File: src/dsv_pkg.sv
`default_nettype none

package dsv_pkg;

  localparam int unsigned CFG_ADDR_W  = 4;
  localparam int unsigned CFG_DATA_W  = 32;
  localparam int unsigned VAL_W       = 32;
  localparam int unsigned Y_W         = 16;
  localparam int unsigned DIST_W      = 16;
  localparam int unsigned OP_W        = 2;
  localparam int unsigned Q_W         = 17;  // step quotient and steps already reported
  localparam int unsigned STEP_W      = 18;  // new steps of one drag
  localparam int unsigned SUM_W       = 34;  // value plus steps, before range fitting
  localparam int unsigned X_W         = 35;  // value minus range_low
  localparam int unsigned SIZE_W      = 33;  // range size, up to 2**32
  localparam int unsigned DIV_N_W     = 35;
  localparam int unsigned DIV_CNT_W   = 6;
  localparam int unsigned Q_ITERS     = 17;
  localparam int unsigned R_ITERS     = 35;
  localparam int unsigned IN_TDATA_W  = 48;
  localparam int unsigned OUT_TDATA_W = 40;

  localparam logic [VAL_W-1:0]  RANGE_LOW_RST  = 32'd0;
  localparam logic [VAL_W-1:0]  RANGE_HIGH_RST = 32'd99;
  localparam logic              WRAP_MODE_RST  = 1'b0;
  localparam logic [DIST_W-1:0] DIST_STEP_RST  = 16'd1;

  typedef enum logic [1:0] {
    REG_RANGE_LOW  = 2'd0,
    REG_RANGE_HIGH = 2'd1,
    REG_WRAP_MODE  = 2'd2,
    REG_DIST_STEP  = 2'd3
  } reg_idx_e;

  typedef enum logic [OP_W-1:0] {
    OP_START = 2'd0,
    OP_DRAG  = 2'd1,
    OP_STOP  = 2'd2,
    OP_SET   = 2'd3
  } op_e;

  typedef enum logic [2:0] {
    ST_IDLE,
    ST_EXEC,
    ST_DIV_Q,
    ST_STEPS,
    ST_FIT,
    ST_DIV_R,
    ST_OUT
  } state_e;

  typedef struct packed {
    logic [VAL_W-1:0]  range_low;
    logic [VAL_W-1:0]  range_high;
    logic              wrap_mode;
    logic [DIST_W-1:0] distance_per_step;
  } cfg_t;

  typedef struct packed {
    logic load_in;
    logic touch_start;
    logic touch_stop;
    logic div_start_q;
    logic take_q;
    logic load_set;
    logic fit_direct;
    logic div_start_r;
    logic take_r;
    logic out_load;
  } cmd_t;

  typedef struct packed {
    op_e  op;
    logic touching;
    logic steps_nz;
    logic fit_simple;
    logic div_done;
    logic out_free;
  } sts_t;

endpackage

`default_nettype wire

File: src/dsv_regs.sv
`default_nettype none

module dsv_regs (
  input  logic                             clk_i,
  input  logic                             rst_ni,
  input  logic                             psel,
  input  logic                             penable,
  input  logic                             pwrite,
  input  logic [dsv_pkg::CFG_ADDR_W-1:0]   paddr,
  input  logic [dsv_pkg::CFG_DATA_W-1:0]   pwdata,
  output logic [dsv_pkg::CFG_DATA_W-1:0]   prdata,
  output logic                             pready,
  output dsv_pkg::cfg_t                    cfg_o
);
  import dsv_pkg::*;

  cfg_t     cfg_q, cfg_d;
  reg_idx_e idx;
  logic     wr_en;

  assign pready = 1'b1;
  assign idx    = reg_idx_e'(paddr[3:2]);
  assign wr_en  = psel & penable & pwrite & pready;

  always_comb begin
    cfg_d = cfg_q;
    if (wr_en) begin
      unique case (idx)
        REG_RANGE_LOW:  cfg_d.range_low         = pwdata;
        REG_RANGE_HIGH: cfg_d.range_high        = pwdata;
        REG_WRAP_MODE:  cfg_d.wrap_mode         = pwdata[0];
        REG_DIST_STEP:  cfg_d.distance_per_step = pwdata[DIST_W-1:0];
        default: ;
      endcase
    end
  end

  always_comb begin
    unique case (idx)
      REG_RANGE_LOW:  prdata = cfg_q.range_low;
      REG_RANGE_HIGH: prdata = cfg_q.range_high;
      REG_WRAP_MODE:  prdata = {{(CFG_DATA_W-1){1'b0}}, cfg_q.wrap_mode};
      REG_DIST_STEP:  prdata = {{(CFG_DATA_W-DIST_W){1'b0}}, cfg_q.distance_per_step};
      default:        prdata = '0;
    endcase
  end

  always_ff @(posedge clk_i or negedge rst_ni) begin
    if (!rst_ni) begin
      cfg_q.range_low         <= RANGE_LOW_RST;
      cfg_q.range_high        <= RANGE_HIGH_RST;
      cfg_q.wrap_mode         <= WRAP_MODE_RST;
      cfg_q.distance_per_step <= DIST_STEP_RST;
    end else begin
      cfg_q <= cfg_d;
    end
  end

  assign cfg_o = cfg_q;

endmodule

`default_nettype wire

File: src/dsv_div.sv
`default_nettype none

// Restoring unsigned divider, one quotient bit per cycle.
module dsv_div (
  input  logic                            clk_i,
  input  logic                            rst_ni,
  input  logic                            start_i,
  input  logic [dsv_pkg::DIV_N_W-1:0]     num_i,
  input  logic [dsv_pkg::SIZE_W-1:0]      den_i,
  input  logic [dsv_pkg::DIV_CNT_W-1:0]   iters_i,
  output logic [dsv_pkg::DIV_N_W-1:0]     quo_o,
  output logic [dsv_pkg::SIZE_W-1:0]      rem_o,
  output logic                            done_o
);
  import dsv_pkg::*;

  logic [SIZE_W:0]      rem_q, rem_d, trial;
  logic [DIV_N_W-1:0]   quo_q, quo_d;
  logic [SIZE_W-1:0]    den_q, den_d;
  logic [DIV_CNT_W-1:0] cnt_q, cnt_d;
  logic                 done_q, done_d;
  logic                 fits;

  assign trial = {rem_q[SIZE_W-1:0], quo_q[DIV_N_W-1]};
  assign fits  = trial >= {1'b0, den_q};

  always_comb begin
    rem_d  = rem_q;
    quo_d  = quo_q;
    den_d  = den_q;
    cnt_d  = cnt_q;
    done_d = 1'b0;
    if (start_i) begin
      rem_d = '0;
      quo_d = num_i;
      den_d = den_i;
      cnt_d = iters_i;
    end else if (cnt_q != '0) begin
      rem_d  = fits ? trial - {1'b0, den_q} : trial;
      quo_d  = {quo_q[DIV_N_W-2:0], fits};
      cnt_d  = cnt_q - 1'b1;
      done_d = (cnt_q == DIV_CNT_W'(1));
    end
  end

  always_ff @(posedge clk_i or negedge rst_ni) begin
    if (!rst_ni) begin
      cnt_q  <= '0;
      done_q <= 1'b0;
    end else begin
      cnt_q  <= cnt_d;
      done_q <= done_d;
    end
  end

  always_ff @(posedge clk_i) begin
    rem_q <= rem_d;
    quo_q <= quo_d;
    den_q <= den_d;
  end

  assign quo_o  = quo_q;
  assign rem_o  = rem_q[SIZE_W-1:0];
  assign done_o = done_q;

  a_no_restart: assert property (@(posedge clk_i) disable iff (!rst_ni)
    start_i |-> cnt_q == '0)
    else $error("divider restarted while busy");

  a_rem_bound: assert property (@(posedge clk_i) disable iff (!rst_ni)
    done_q |-> rem_q < {1'b0, den_q})
    else $error("divider remainder not below divisor");

endmodule

`default_nettype wire

File: src/dsv_dp.sv
`default_nettype none

module dsv_dp (
  input  logic                              clk_i,
  input  logic                              rst_ni,
  input  dsv_pkg::cfg_t                     cfg_i,
  input  logic [dsv_pkg::OP_W-1:0]          in_op_i,
  input  logic [dsv_pkg::Y_W-1:0]           in_y_i,
  input  logic [dsv_pkg::VAL_W-1:0]         in_nv_i,
  input  dsv_pkg::cmd_t                     cmd_i,
  output dsv_pkg::sts_t                     sts_o,
  output logic                              out_valid_o,
  input  logic                              out_ready_i,
  output logic [dsv_pkg::OUT_TDATA_W-1:0]   out_data_o
);
  import dsv_pkg::*;

  // event state
  logic signed [VAL_W-1:0]  held_q;
  logic signed [Y_W-1:0]    start_y_q;
  logic                     touching_q;
  logic signed [Q_W-1:0]    steps_done_q;

  // per-word working registers
  op_e                      op_q;
  logic signed [Y_W-1:0]    y_q;
  logic signed [VAL_W-1:0]  nv_q;
  logic signed [VAL_W-1:0]  old_q;
  logic signed [SUM_W-1:0]  v_q;
  logic signed [STEP_W-1:0] steps_q;
  logic                     dir_q;
  logic                     div_neg_q;
  logic                     out_valid_q;
  logic [OUT_TDATA_W-1:0]   out_data_q;

  logic signed [VAL_W-1:0]  lo, hi;
  logic signed [SUM_W-1:0]  lo_s, hi_s;
  logic                     inverted;
  logic [DIST_W-1:0]        dist_px;
  logic signed [Q_W-1:0]    diff, diff_mag;
  logic signed [Q_W-1:0]    q_val;
  logic signed [STEP_W-1:0] steps;
  logic signed [SUM_W-1:0]  v_steps;
  logic signed [VAL_W-1:0]  clamp_v;
  logic signed [X_W-1:0]    x, x_mag;
  logic [SIZE_W-1:0]        span, size, r_adj;
  logic [VAL_W-1:0]         held_wrap;

  logic                     div_start, div_done;
  logic [DIV_N_W-1:0]       div_num, div_quo;
  logic [SIZE_W-1:0]        div_den, div_rem;
  logic [DIV_CNT_W-1:0]     div_iters;

  assign lo       = cfg_i.range_low;
  assign hi       = cfg_i.range_high;
  assign lo_s     = {{(SUM_W-VAL_W){lo[VAL_W-1]}}, lo};
  assign hi_s     = {{(SUM_W-VAL_W){hi[VAL_W-1]}}, hi};
  assign inverted = lo > hi;
  // a zero step distance counts as one pixel
  assign dist_px  = (cfg_i.distance_per_step == '0) ? DIST_W'(1) : cfg_i.distance_per_step;

  assign diff     = {start_y_q[Y_W-1], start_y_q} - {y_q[Y_W-1], y_q};
  assign diff_mag = diff[Q_W-1] ? -diff : diff;
  assign q_val    = div_neg_q ? -div_quo[Q_W-1:0] : div_quo[Q_W-1:0];
  assign steps    = {q_val[Q_W-1], q_val} - {steps_done_q[Q_W-1], steps_done_q};
  assign v_steps  = {{(SUM_W-VAL_W){held_q[VAL_W-1]}}, held_q}
                  + {{(SUM_W-STEP_W){steps[STEP_W-1]}}, steps};

  assign clamp_v  = (v_q > hi_s) ? hi : (v_q < lo_s) ? lo : v_q[VAL_W-1:0];

  assign x        = {v_q[SUM_W-1], v_q} - {{(X_W-VAL_W){lo[VAL_W-1]}}, lo};
  assign x_mag    = x[X_W-1] ? -x : x;
  assign span     = {hi[VAL_W-1], hi} - {lo[VAL_W-1], lo};
  assign size     = span + SIZE_W'(1);
  // remainder of a negative offset folds back to the non-negative side
  assign r_adj    = (div_neg_q && div_rem != '0) ? size - div_rem : div_rem;
  assign held_wrap = lo + r_adj[VAL_W-1:0];

  assign div_start = cmd_i.div_start_q | cmd_i.div_start_r;
  assign div_num   = cmd_i.div_start_q ? {diff_mag, {(DIV_N_W-Q_W){1'b0}}} : x_mag;
  assign div_den   = cmd_i.div_start_q ? {{(SIZE_W-DIST_W){1'b0}}, dist_px} : size;
  assign div_iters = cmd_i.div_start_q ? DIV_CNT_W'(Q_ITERS) : DIV_CNT_W'(R_ITERS);

  dsv_div u_div (
    .clk_i   (clk_i),
    .rst_ni  (rst_ni),
    .start_i (div_start),
    .num_i   (div_num),
    .den_i   (div_den),
    .iters_i (div_iters),
    .quo_o   (div_quo),
    .rem_o   (div_rem),
    .done_o  (div_done)
  );

  always_ff @(posedge clk_i or negedge rst_ni) begin
    if (!rst_ni) begin
      held_q       <= '0;
      start_y_q    <= '0;
      touching_q   <= 1'b0;
      steps_done_q <= '0;
      out_valid_q  <= 1'b0;
    end else begin
      if (cmd_i.touch_start) begin
        start_y_q    <= y_q;
        steps_done_q <= '0;
        touching_q   <= 1'b1;
      end
      if (cmd_i.touch_stop) touching_q <= 1'b0;
      if (cmd_i.take_q) steps_done_q <= q_val;
      if (cmd_i.fit_direct) held_q <= inverted ? lo : clamp_v;
      if (cmd_i.take_r) held_q <= held_wrap;
      if (cmd_i.out_load) begin
        out_valid_q <= 1'b1;
      end else if (out_ready_i) begin
        out_valid_q <= 1'b0;
      end
    end
  end

  always_ff @(posedge clk_i) begin
    if (cmd_i.load_in) begin
      op_q  <= op_e'(in_op_i);
      y_q   <= in_y_i;
      nv_q  <= in_nv_i;
      old_q <= held_q;
      dir_q <= 1'b0;
    end
    if (cmd_i.div_start_q) div_neg_q <= diff[Q_W-1];
    if (cmd_i.div_start_r) div_neg_q <= x[X_W-1];
    if (cmd_i.take_q) begin
      steps_q <= steps;
      v_q     <= v_steps;
      dir_q   <= !steps[STEP_W-1] && (steps != '0);
    end
    if (cmd_i.load_set) v_q <= {{(SUM_W-VAL_W){nv_q[VAL_W-1]}}, nv_q};
    if (cmd_i.out_load) begin
      out_data_q <= {{(OUT_TDATA_W-VAL_W-3){1'b0}}, touching_q, dir_q,
                     held_q != old_q, held_q};
    end
  end

  assign sts_o.op         = op_q;
  assign sts_o.touching   = touching_q;
  assign sts_o.steps_nz   = steps_q != '0;
  assign sts_o.fit_simple = inverted | ~cfg_i.wrap_mode;
  assign sts_o.div_done   = div_done;
  assign sts_o.out_free   = ~out_valid_q | out_ready_i;

  assign out_valid_o = out_valid_q;
  assign out_data_o  = out_data_q;

  a_fit_in_range: assert property (@(posedge clk_i) disable iff (!rst_ni)
    (cmd_i.fit_direct || cmd_i.take_r) && !inverted
      |=> (held_q >= lo && held_q <= hi))
    else $error("fitted value outside range");

  a_load_free: assert property (@(posedge clk_i) disable iff (!rst_ni)
    cmd_i.out_load |-> (!out_valid_q || out_ready_i))
    else $error("result register overwritten while full");

endmodule

`default_nettype wire

File: src/dsv_ctrl.sv
`default_nettype none

module dsv_ctrl (
  input  logic           clk_i,
  input  logic           rst_ni,
  input  logic           in_valid_i,
  output logic           in_ready_o,
  input  dsv_pkg::sts_t  sts_i,
  output dsv_pkg::cmd_t  cmd_o
);
  import dsv_pkg::*;

  state_e state_q, state_d;
  cmd_t   cmd;

  always_ff @(posedge clk_i or negedge rst_ni) begin
    if (!rst_ni) begin
      state_q <= ST_IDLE;
    end else begin
      state_q <= state_d;
    end
  end

  always_comb begin
    state_d    = state_q;
    cmd        = '0;
    in_ready_o = 1'b0;
    unique case (state_q)
      ST_IDLE: begin
        in_ready_o = 1'b1;
        if (in_valid_i) begin
          cmd.load_in = 1'b1;
          state_d     = ST_EXEC;
        end
      end
      ST_EXEC: begin
        unique case (sts_i.op)
          OP_START: begin
            cmd.touch_start = 1'b1;
            state_d         = ST_OUT;
          end
          OP_DRAG: begin
            // drags without a touch in progress are dropped
            if (sts_i.touching) begin
              cmd.div_start_q = 1'b1;
              state_d         = ST_DIV_Q;
            end else begin
              state_d = ST_OUT;
            end
          end
          OP_STOP: begin
            cmd.touch_stop = 1'b1;
            state_d        = ST_OUT;
          end
          OP_SET: begin
            cmd.load_set = 1'b1;
            state_d      = ST_FIT;
          end
          default: state_d = ST_OUT;
        endcase
      end
      ST_DIV_Q: begin
        if (sts_i.div_done) begin
          cmd.take_q = 1'b1;
          state_d    = ST_STEPS;
        end
      end
      ST_STEPS: begin
        state_d = sts_i.steps_nz ? ST_FIT : ST_OUT;
      end
      ST_FIT: begin
        if (sts_i.fit_simple) begin
          cmd.fit_direct = 1'b1;
          state_d        = ST_OUT;
        end else begin
          cmd.div_start_r = 1'b1;
          state_d         = ST_DIV_R;
        end
      end
      ST_DIV_R: begin
        if (sts_i.div_done) begin
          cmd.take_r = 1'b1;
          state_d    = ST_OUT;
        end
      end
      ST_OUT: begin
        if (sts_i.out_free) begin
          cmd.out_load = 1'b1;
          state_d      = ST_IDLE;
        end
      end
      default: state_d = ST_IDLE;
    endcase
  end

  assign cmd_o = cmd;

endmodule

`default_nettype wire

File: src/drag_step_value_counter.sv
// Drag step value counter.
// Input stream (s_axis_*): one word per touch event. tuser carries the opcode
// (start touch, drag, stop touch, set value); tdata carries touch_y and new_value.
// Output stream (m_axis_*): exactly one word per event with the value after the
// event, a changed flag, the step direction of a drag and the touch state.
// Configuration goes through the APB port (range low/high, wrap mode, step
// distance); the user must write it only while no event is in flight, as the
// block itself does not enforce this. Start, stop and ignored drags go straight
// to the output; a set value and a drag that brings new steps are fitted to the
// range by clamping, or in wrap mode (range not inverted) by a range remainder.
// The shared bit-serial divider runs 17 iterations for the step quotient of a
// drag and 35 for the wrap remainder. One event is processed at a time; the next
// is taken the cycle after the previous result is loaded into the output register.
// Reset clears the value, the touch state and the step count and loads the
// register defaults. A stalled receiver holds the result word; the next event is
// still taken and processed, but its result waits until that word is gone.
`default_nettype none

module drag_step_value_counter (
  input  logic                               clk_i,
  input  logic                               rst_ni,
  input  logic                               s_axis_tvalid,
  output logic                               s_axis_tready,
  // [15:0] touch_y, [47:16] new_value
  input  logic [dsv_pkg::IN_TDATA_W-1:0]     s_axis_tdata,
  // [1:0] opcode
  input  logic [dsv_pkg::OP_W-1:0]           s_axis_tuser,
  output logic                               m_axis_tvalid,
  input  logic                               m_axis_tready,
  // [31:0] current_value, [32] value_changed, [33] step_direction,
  // [34] touch_active, [39:35] zero
  output logic [dsv_pkg::OUT_TDATA_W-1:0]    m_axis_tdata,
  input  logic                               psel,
  input  logic                               penable,
  input  logic                               pwrite,
  input  logic [dsv_pkg::CFG_ADDR_W-1:0]     paddr,
  input  logic [dsv_pkg::CFG_DATA_W-1:0]     pwdata,
  output logic [dsv_pkg::CFG_DATA_W-1:0]     prdata,
  output logic                               pready
);
  import dsv_pkg::*;

  cfg_t cfg;
  cmd_t cmd;
  sts_t sts;

  dsv_regs u_regs (
    .clk_i   (clk_i),
    .rst_ni  (rst_ni),
    .psel    (psel),
    .penable (penable),
    .pwrite  (pwrite),
    .paddr   (paddr),
    .pwdata  (pwdata),
    .prdata  (prdata),
    .pready  (pready),
    .cfg_o   (cfg)
  );

  dsv_ctrl u_ctrl (
    .clk_i      (clk_i),
    .rst_ni     (rst_ni),
    .in_valid_i (s_axis_tvalid),
    .in_ready_o (s_axis_tready),
    .sts_i      (sts),
    .cmd_o      (cmd)
  );

  dsv_dp u_dp (
    .clk_i       (clk_i),
    .rst_ni      (rst_ni),
    .cfg_i       (cfg),
    .in_op_i     (s_axis_tuser),
    .in_y_i      (s_axis_tdata[Y_W-1:0]),
    .in_nv_i     (s_axis_tdata[Y_W+VAL_W-1:Y_W]),
    .cmd_i       (cmd),
    .sts_o       (sts),
    .out_valid_o (m_axis_tvalid),
    .out_ready_i (m_axis_tready),
    .out_data_o  (m_axis_tdata)
  );

endmodule

`default_nettype wire
File: config.mk
export PLATFORM = sky130hd
export DESIGN_NAME = drag_step_value_counter
export DESIGN_NICKNAME = d
export VERILOG_FILES = /design/src/dsv_pkg.sv /design/src/dsv_regs.sv /design/src/dsv_div.sv /design/src/dsv_dp.sv /design/src/dsv_ctrl.sv /design/src/drag_step_value_counter.sv
export SDC_FILE = /design/constraint.sdc
export NUM_CORES = 1
export LEC_CHECK = 0
export BUFFER_PORTS_ARGS = -buffer_cell sky130_fd_sc_hd__buf_2
export CORE_MARGIN = 3
export CORE_UTILIZATION = 45
export CTS_CLUSTER_DIAMETER = 150
export CTS_CLUSTER_SIZE = 28
export DETAILED_ROUTE_END_ITERATION = 10
export SLEW_MARGIN = 15
export SYNTH_ARGS = -nofsm -noshare
export SYNTH_HDL_FRONTEND = slang
export SYNTH_SLANG_ARGS = --single-unit
File: constraint.sdc
create_clock -name clk_i -period 7.1 [get_ports clk_i]
set_input_delay 0.71 -clock clk_i [delete_from_list [all_inputs] [get_ports clk_i]]
set_output_delay 0.71 -clock clk_i [all_outputs]
set_load 0.02 [all_outputs]
==> flow_metrics.py, run 1 <==
metrics = {
    "final_layout": {
        "most-common-layout-cells": "327 x ha_1, 317 x nand2_1, 275 x o21ai_0",
        "flow.area_growth_from_synthesis_pct": 9.17,
        "layoutNonFillerInstCount": 4721,
        "fill_cells": 6951,
        "layout-drive-gt1-share": 0.121,
        "nNetsFinal": 4188,
        "mostFrequentLayoutCell": "ha_1",
    },
    "sta": {
        "slew-limit-headroom": 0.230,
        "drv_slew": 0,
        "post-route-worst-setup-slack_ns": 0.332,
        "fin_worst_hold_slack_ns": 0.193,
        "max_freq_mhz": 148,
        "period_needed_ns": 6.77,
        "worst-slew-pin-transition_ns": 1.15,
        "grt_setup_unrepaired": "yes",
        "final_min_period_over_clock_period": 0.953,
        "skew_ns": 0.0342,
        "timing_hold_violations_final": 0,
        "final_setup_vio_count": 0,
    },
    "cts": {
        "cts_tree": "built",
        "root_buffer": "clkbuf_16",
        "h_tree_levels": 1,
        "cts.reportedPaths.clkPinSlew_ns": 0.12,
        "numClockSinks": 429,
        "clockBufferDepth": 3,
        "tritoncts.num_buffers": 19,
        "worstSkewPairLatency_ns": 0.59,
        "ctsHoldBuffers": 0,
    },
    "placed_design": {
        "place_inst": 4685,
        "portBuffers": 159,
        "pre_cts_ws_ns": -0.0316,
        "dp_hpwl_mm": 80.7,
        "place_congestion": 0.947,
    },
    "outcome": {
        "run_status": "finished clean",
    },
    "power": {
        "power_frac_seq": 0.283,
        "switching_share": 0.442,
        "pwr-share-comb": 0.586,
        "power.density_cell_area_nw_per_um2": 289,
        "vdd_drop_max_mv": 0.255,
        "switchingPower_w": 0.00461,
        "intPower_w": 0.00581,
        "total_leakage_power_nw": 15.8,
        "clock_power_share": 0.131,
    },
    "global_routing": {
        "grt_total_ovfl": 0,
        "largest_net_degree_at_the_start_of_global_routing": 89,
        "grt_resource_usage_total": 0.256,
        "number_of_global_route_vias_before_repair": 25900,
        "wire_length_of_the_first_global_routing_pass_mm": 154,
        "antenna_violations_before_repair": 3,
    },
    "synthesis": {
        "synth.area.top_cells": "edfxtp_1 22%, ha_1 12%, dfrtp_1 12%",
        "yosys_warnings": 0,
        "yosys.area.top_type_share": 0.217,
        "ys_seq_area_frac": 0.357,
        "ys_seq_elements": 429,
        "synth_async_sr_flop_share": 0.368,
        "synth-edff-count": 238,
        "synthesis.area_um2": 33000,
        "synth_flop_cell": "edfxtp_1",
        "synthesis.instances": 3606,
        "synth_largest_area_cell": "edfxtp_1",
        "post_synth.cell_area_avg_um2": 9.14,
        "post_synth_num_cell_types": 100,
    },
    "route": {
        "detailedRoute.firstPassIterationCount": 6,
        "first_iter_violations": 2351,
        "vias_per_cell": 5.88,
        "via_count": 27700,
        "post_drt_wl_per_cell_um": 21.7,
        "wl_mm": 102,
        "final_antenna_net_count": 0,
        "post-route-drc-count": 0,
    },
    "worst_setup_path": {
        "critPathCaptureType": "flop",
        "r2r_slack_ns": 0.33,
        "cp_slowest_cell": "xnor2_1",
        "criticalPathCategory": "reg2reg",
        "timing.critical_path.arrival_ns": 7.26,
        "path_max_fanout": 5,
        "critical-path-max-stage-delay_ns": 0.62,
        "crit_required_ns": 7.59,
        "worstSetupStartpointType": "flop",
        "critical_path.most_common_cell": "a21oi_1",
    },
    "floorplan": {
        "initial_core_utilization": 0.458,
        "placementRows": 98,
        "num_io_pins": 168,
        "dieHeight_um": 277,
        "core_um2": 72000,
        "fp.dieW_um": 277,
        "die_area_um2": 76500,
    },
    "min_path": {
        "worst_hold_path_type": "in2async",
    },
    "flow_run": {
        "timing.max_cap.violations": 0,
    },
}
stage by stage:
step	TNS (ns)	total power (W)	area, um^2	utilization
2_1_floorplan	0	0.00702	33000	-
3_3_place_gp	-0.00762	0.00879	35200	0.489
3_5_place_dp	-0.0316	0.00879	35200	0.489
4_1_cts	0	0.0102	35800	0.497
5_1_grt	-0.0437	0.0111	36000	0.500
6_report	0	0.0104	36000	0.500
final timing paths:
| check | start | cells past startpoint | end |
|---|---|---|---|
| min reg2reg | u_dp.dir_q | 0 | u_dp.out_data_o[33] |
| min in group clk_i | s_axis_tdata[1] | 1 | u_dp.y_q[1] |
| max reg2reg | u_regs.cfg_o[21] | 28 | u_dp.held_q[31] |
| max | u_regs.cfg_o[21] | 28 | u_dp.held_q[31] |
| max in group asynchronous | rst_ni | 2 | u_regs.cfg_o[8] |
| min | rst_ni | 1 | u_dp.steps_done_q[10] |
area by class of cell:
| cell class | instances | area (um^2) | share of cell area |
|---|---|---|---|
| clock inverters | 3 | 25.0 | 0.000695 |
| inverters | 244 | 916 | 0.0254 |
| clock buffers | 30 | 517 | 0.0144 |
| well taps | 950 | 1190 | 0.0330 |
| multi-input cells | 2800 | 20000 | 0.555 |
| flip-flops and latches | 429 | 11800 | 0.327 |
| diodes | 1 | 2.50 | 0.0000695 |
| repair buffers | 264 | 1590 | 0.0442 |
cell usage after synthesis (45+ instances only):
cell / n
a211oi_1: 77
a21o_1: 106
a21oi_1: 224
clkbuf_1: 104
dfrtp_1: 153
edfxtp_1: 238
ha_1: 329
inv_1: 244
mux2_2: 70
nand2_1: 317
nand3_1: 87
nor2_1: 218
nor3_1: 73
o21ai_0: 285
o22ai_1: 45
xnor2_1: 167
xor2_1: 97
repair_timing:
action / CTS / global route
buffers inserted: 0 / 2
endpoints found under the setup margin: 1 / 14
resized for setup: 4 / 48
pin swaps: 0 / 15
layer usage:
metal  track usage  up-vias  share of wire
met5             0        -        0.00015
met4        0.0764        2          0.036
met3        0.0425      164          0.065
met2         0.428      765           0.47
met1         0.341    13200           0.43
li1              -    13600              -
state kept, by name, summed over array words and instances (netlist names), 33 cells and up:
register / count
u_regs.cfg_o: 81
u_dp.v_q: 33
u_dp.u_div.rem_q: 33
u_dp.u_div.den_q: 33
u_dp.u_div.quo_o: 35
u_dp.out_data_o: 35
worst max-delay path: cells and delay by family, from the launching register on:
| family | cells | cell delay, ns |
|---|---|---|
| buf+inv | 2 | 0.25 |
| fa+ha+maj | 3 | 0.86 |
| compound gates | 15 | 3.20 |
| flops | 1 | 0.41 |
| xor+xnor | 5 | 1.17 |
| simple gates | 3 | 0.79 |
power groups by stage:
stage	Clock (W)	Combinational (W)	Sequential [W]
after floorplan	0	0.00408	0.00294
after global placement	0	0.00580	0.00299
after detailed placement	0	0.00580	0.00300
after CTS	0.00141	0.00586	0.00294
after global routing	0.00149	0.00665	0.00296
final	0.00136	0.00610	0.00295
kinds of logic after synthesis:
logic type	after synthesis	share of synthesized area
flops	429	0.357
fa+ha+maj	338	0.130
simple gates	1006	0.149
buf+inv	381	0.0455
mux	115	0.0380
other cells	2	0.000228
compound gates	1071	0.211
xor+xnor	264	0.0701
(Power assumes the default switching activity.)
==> run 2: changes to the inputs <==
Settings changed: CAP_MARGIN set to 40, CELL_PAD_IN_SITES_DETAIL_PLACEMENT set to 0, CELL_PAD_IN_SITES_GLOBAL_PLACEMENT set to 2, CORE_UTILIZATION 45 to 40, PLACE_DENSITY_LB_ADDON set to 0.1.
==> run 2 against run 1 <==
Routed wire length rose by 17%; non-clock buffer count rose by 54; register-to-register slack got worse by 0.04 ns; worst setup slack got worse by 0.036 ns; hold slack got worse by 0.12 ns; power rose by 3.0%; largest power group unchanged.
==> flow_metrics.py, run 2 (same netlist as run 1, synthesis figures left out) <==
metrics = {
    "power": {
        "power.density_cell_area_nw_per_um2": 293,
        "clock_power_share": 0.129,
        "intPower_w": 0.00597,
        "pwr-share-comb": 0.594,
        "vdd_drop_max_mv": 0.239,
        "switching_share": 0.444,
        "total_leakage_power_nw": 16.1,
        "switchingPower_w": 0.00476,
        "power_frac_seq": 0.277,
    },
    "floorplan": {
        "num_io_pins": 168,
        "placementRows": 104,
        "die_area_um2": 85900,
        "dieHeight_um": 293,
        "initial_core_utilization": 0.407,
        "fp.dieW_um": 293,
        "core_um2": 81100,
    },
    "worst_setup_path": {
        "criticalPathCategory": "reg2reg",
        "cp_slowest_cell": "dfstp_2",
        "critical-path-max-stage-delay_ns": 0.55,
        "reg2reg_from": "u_regs.cfg_o[18]",
        "critPathLaunch": "u_regs.cfg_o[18]",
        "crit_required_ns": 7.58,
        "worstSetupStartpointType": "flop",
        "critPathCaptureType": "flop",
        "path_max_fanout": 3,
        "cpLargestDelayFamily": "compound AO/OA/AOI/OAI gates",
        "timing.critical_path.arrival_ns": 7.28,
        "cp.buffers_inverters": 4,
    },
    "global_routing": {
        "wire_length_of_the_first_global_routing_pass_mm": 176,
        "grt.met2_usage": 0.433,
        "number_of_global_route_vias_before_repair": 27900,
        "gr-max-usage-layer": "met2",
        "grt_total_ovfl": 0,
        "grt.met1_usage": 0.387,
        "grt_resource_usage_total": 0.270,
        "antenna_violations_before_repair": 5,
        "global_route.usage.met3": 0.0316,
        "largest_net_degree_at_the_start_of_global_routing": 65,
    },
    "route": {
        "final_antenna_net_count": 0,
        "first_iter_violations": 2346,
        "wl_mm": 120,
        "detailedRoute.firstPassIterationCount": 6,
        "post_drt_wl_per_cell_um": 24.5,
        "post-route-drc-count": 0,
        "via_count": 28900,
        "vias_per_cell": 5.92,
    },
    "sta": {
        "period_needed_ns": 6.80,
        "slew-limit-headroom": 0.352,
        "max_freq_mhz": 147,
        "worst-slew-pin-transition_ns": 0.966,
        "final_setup_vio_count": 0,
        "final_min_period_over_clock_period": 0.958,
        "fin_worst_hold_slack_ns": 0.0679,
        "fin_setup_tns_ns": 0,
        "timing_hold_violations_final": 0,
        "drv_slew": 0,
        "skew_ns": 0.0477,
    },
    "min_path": {
        "worst_hold_path_type": "in2async",
    },
    "cts": {
        "cts_tree": "built",
        "h_tree_levels": 1,
        "worstSkewPairLatency_ns": 0.61,
        "numClockSinks": 429,
        "tritoncts.num_buffers": 19,
        "clockBufferDepth": 3,
        "root_buffer": "clkbuf_16",
        "cts.reportedPaths.clkPinSlew_ns": 0.13,
    },
    "final_layout": {
        "flow.area_growth_from_synthesis_pct": 11.2,
        "mostFrequentLayoutCell": "ha_1",
        "most-common-layout-cells": "325 x ha_1, 316 x nand2_1, 276 x o21ai_0",
        "layout-drive-gt1-share": 0.134,
        "largest_register_ff_count": 81,
        "finalCoreUtilization": 0.452,
        "nNetsFinal": 4242,
    },
    "flow_run": {
        "timing.max_cap.violations": 0,
    },
    "placed_design": {
        "dp_hpwl_mm": 96.1,
        "portBuffers": 159,
        "place_congestion": 0.971,
    },
    "outcome": {
        "run_status": "finished clean",
    },
}
==> run 2: changes by cell type in the layout (fill, tap and decap cells not counted), sizes merged <==
cell	before	now
clkinv	2	1
inv	245	246
clkbuf	30	31
buf	264	318
==> run 2: area by class of cell <==
type / count / area (um^2)
fillers: 7963 / 44400
multi-input cells: 2800 / 20000
flip-flops and latches: 429 / 11800
repair buffers: 318 / 2080
well taps: 1060 / 1330
inverters: 244 / 916
clock buffers: 31 / 520
clock inverters: 3 / 30.0
diodes: 1 / 2.50
==> run 2: routing by layer <==
| layer | vias up | wire [um] |
|---|---|---|
| met1 | 14200 | 55600 |
| met3 | 138 | 6870 |
| li1 | 13700 | - |
| met4 | 0 | 3730 |
| met5 | - | 0 |
| met2 | 898 | 53600 |
==> run 2: worst paths after layout <==
check / end / slack [ns] / cells past startpoint
max in group asynchronous: u_dp.start_y_q[5] / 5.82 / 3
worst max register to register: u_dp.held_q[31] / 0.30 / 31
worst min register to register: u_dp.out_data_o[33] / 0.44 / 0
worst max-delay path: u_dp.held_q[31] / 0.30 / 31
min in group clk_i: u_dp.nv_q[13] / 0.27 / 1
worst min-delay path: u_regs.cfg_o[27] / 0.07 / 1
==> run 2: through the flow <==
stage	instances	total power, W	area, um^2	worst slack, ns
after floorplan	3610	0.00702	33000	0.618
after global placement	4831	0.00899	35600	-0.00865
after detailed placement	4843	0.00905	35800	-0.0786
after CTS	4877	0.0105	36300	0.00222
after global routing	4885	0.0115	36600	-0.0467
final	4886	0.0107	36600	0.296
==> run 2: what timing repair did <==
| item | 4_1_cts | 5_1_grt |
|---|---|---|
| hold buffers | 0 | 0 |
| gates resized for setup | 4 | 51 |
| pin swaps | 0 | 24 |
| setup endpoints to repair | 1 | 16 |
| setup buffers | 0 | 7 |
==> run 2: power by group through the flow <==
stage	Combinational [W]	Sequential, W	Clock [W]
2_1_floorplan	0.00408	0.00294	0
3_3_place_gp	0.00597	0.00301	0
3_5_place_dp	0.00603	0.00302	0
4_1_cts	0.00610	0.00296	0.00145
5_1_grt	0.00694	0.00298	0.00153
6_report	0.00637	0.00297	0.00139
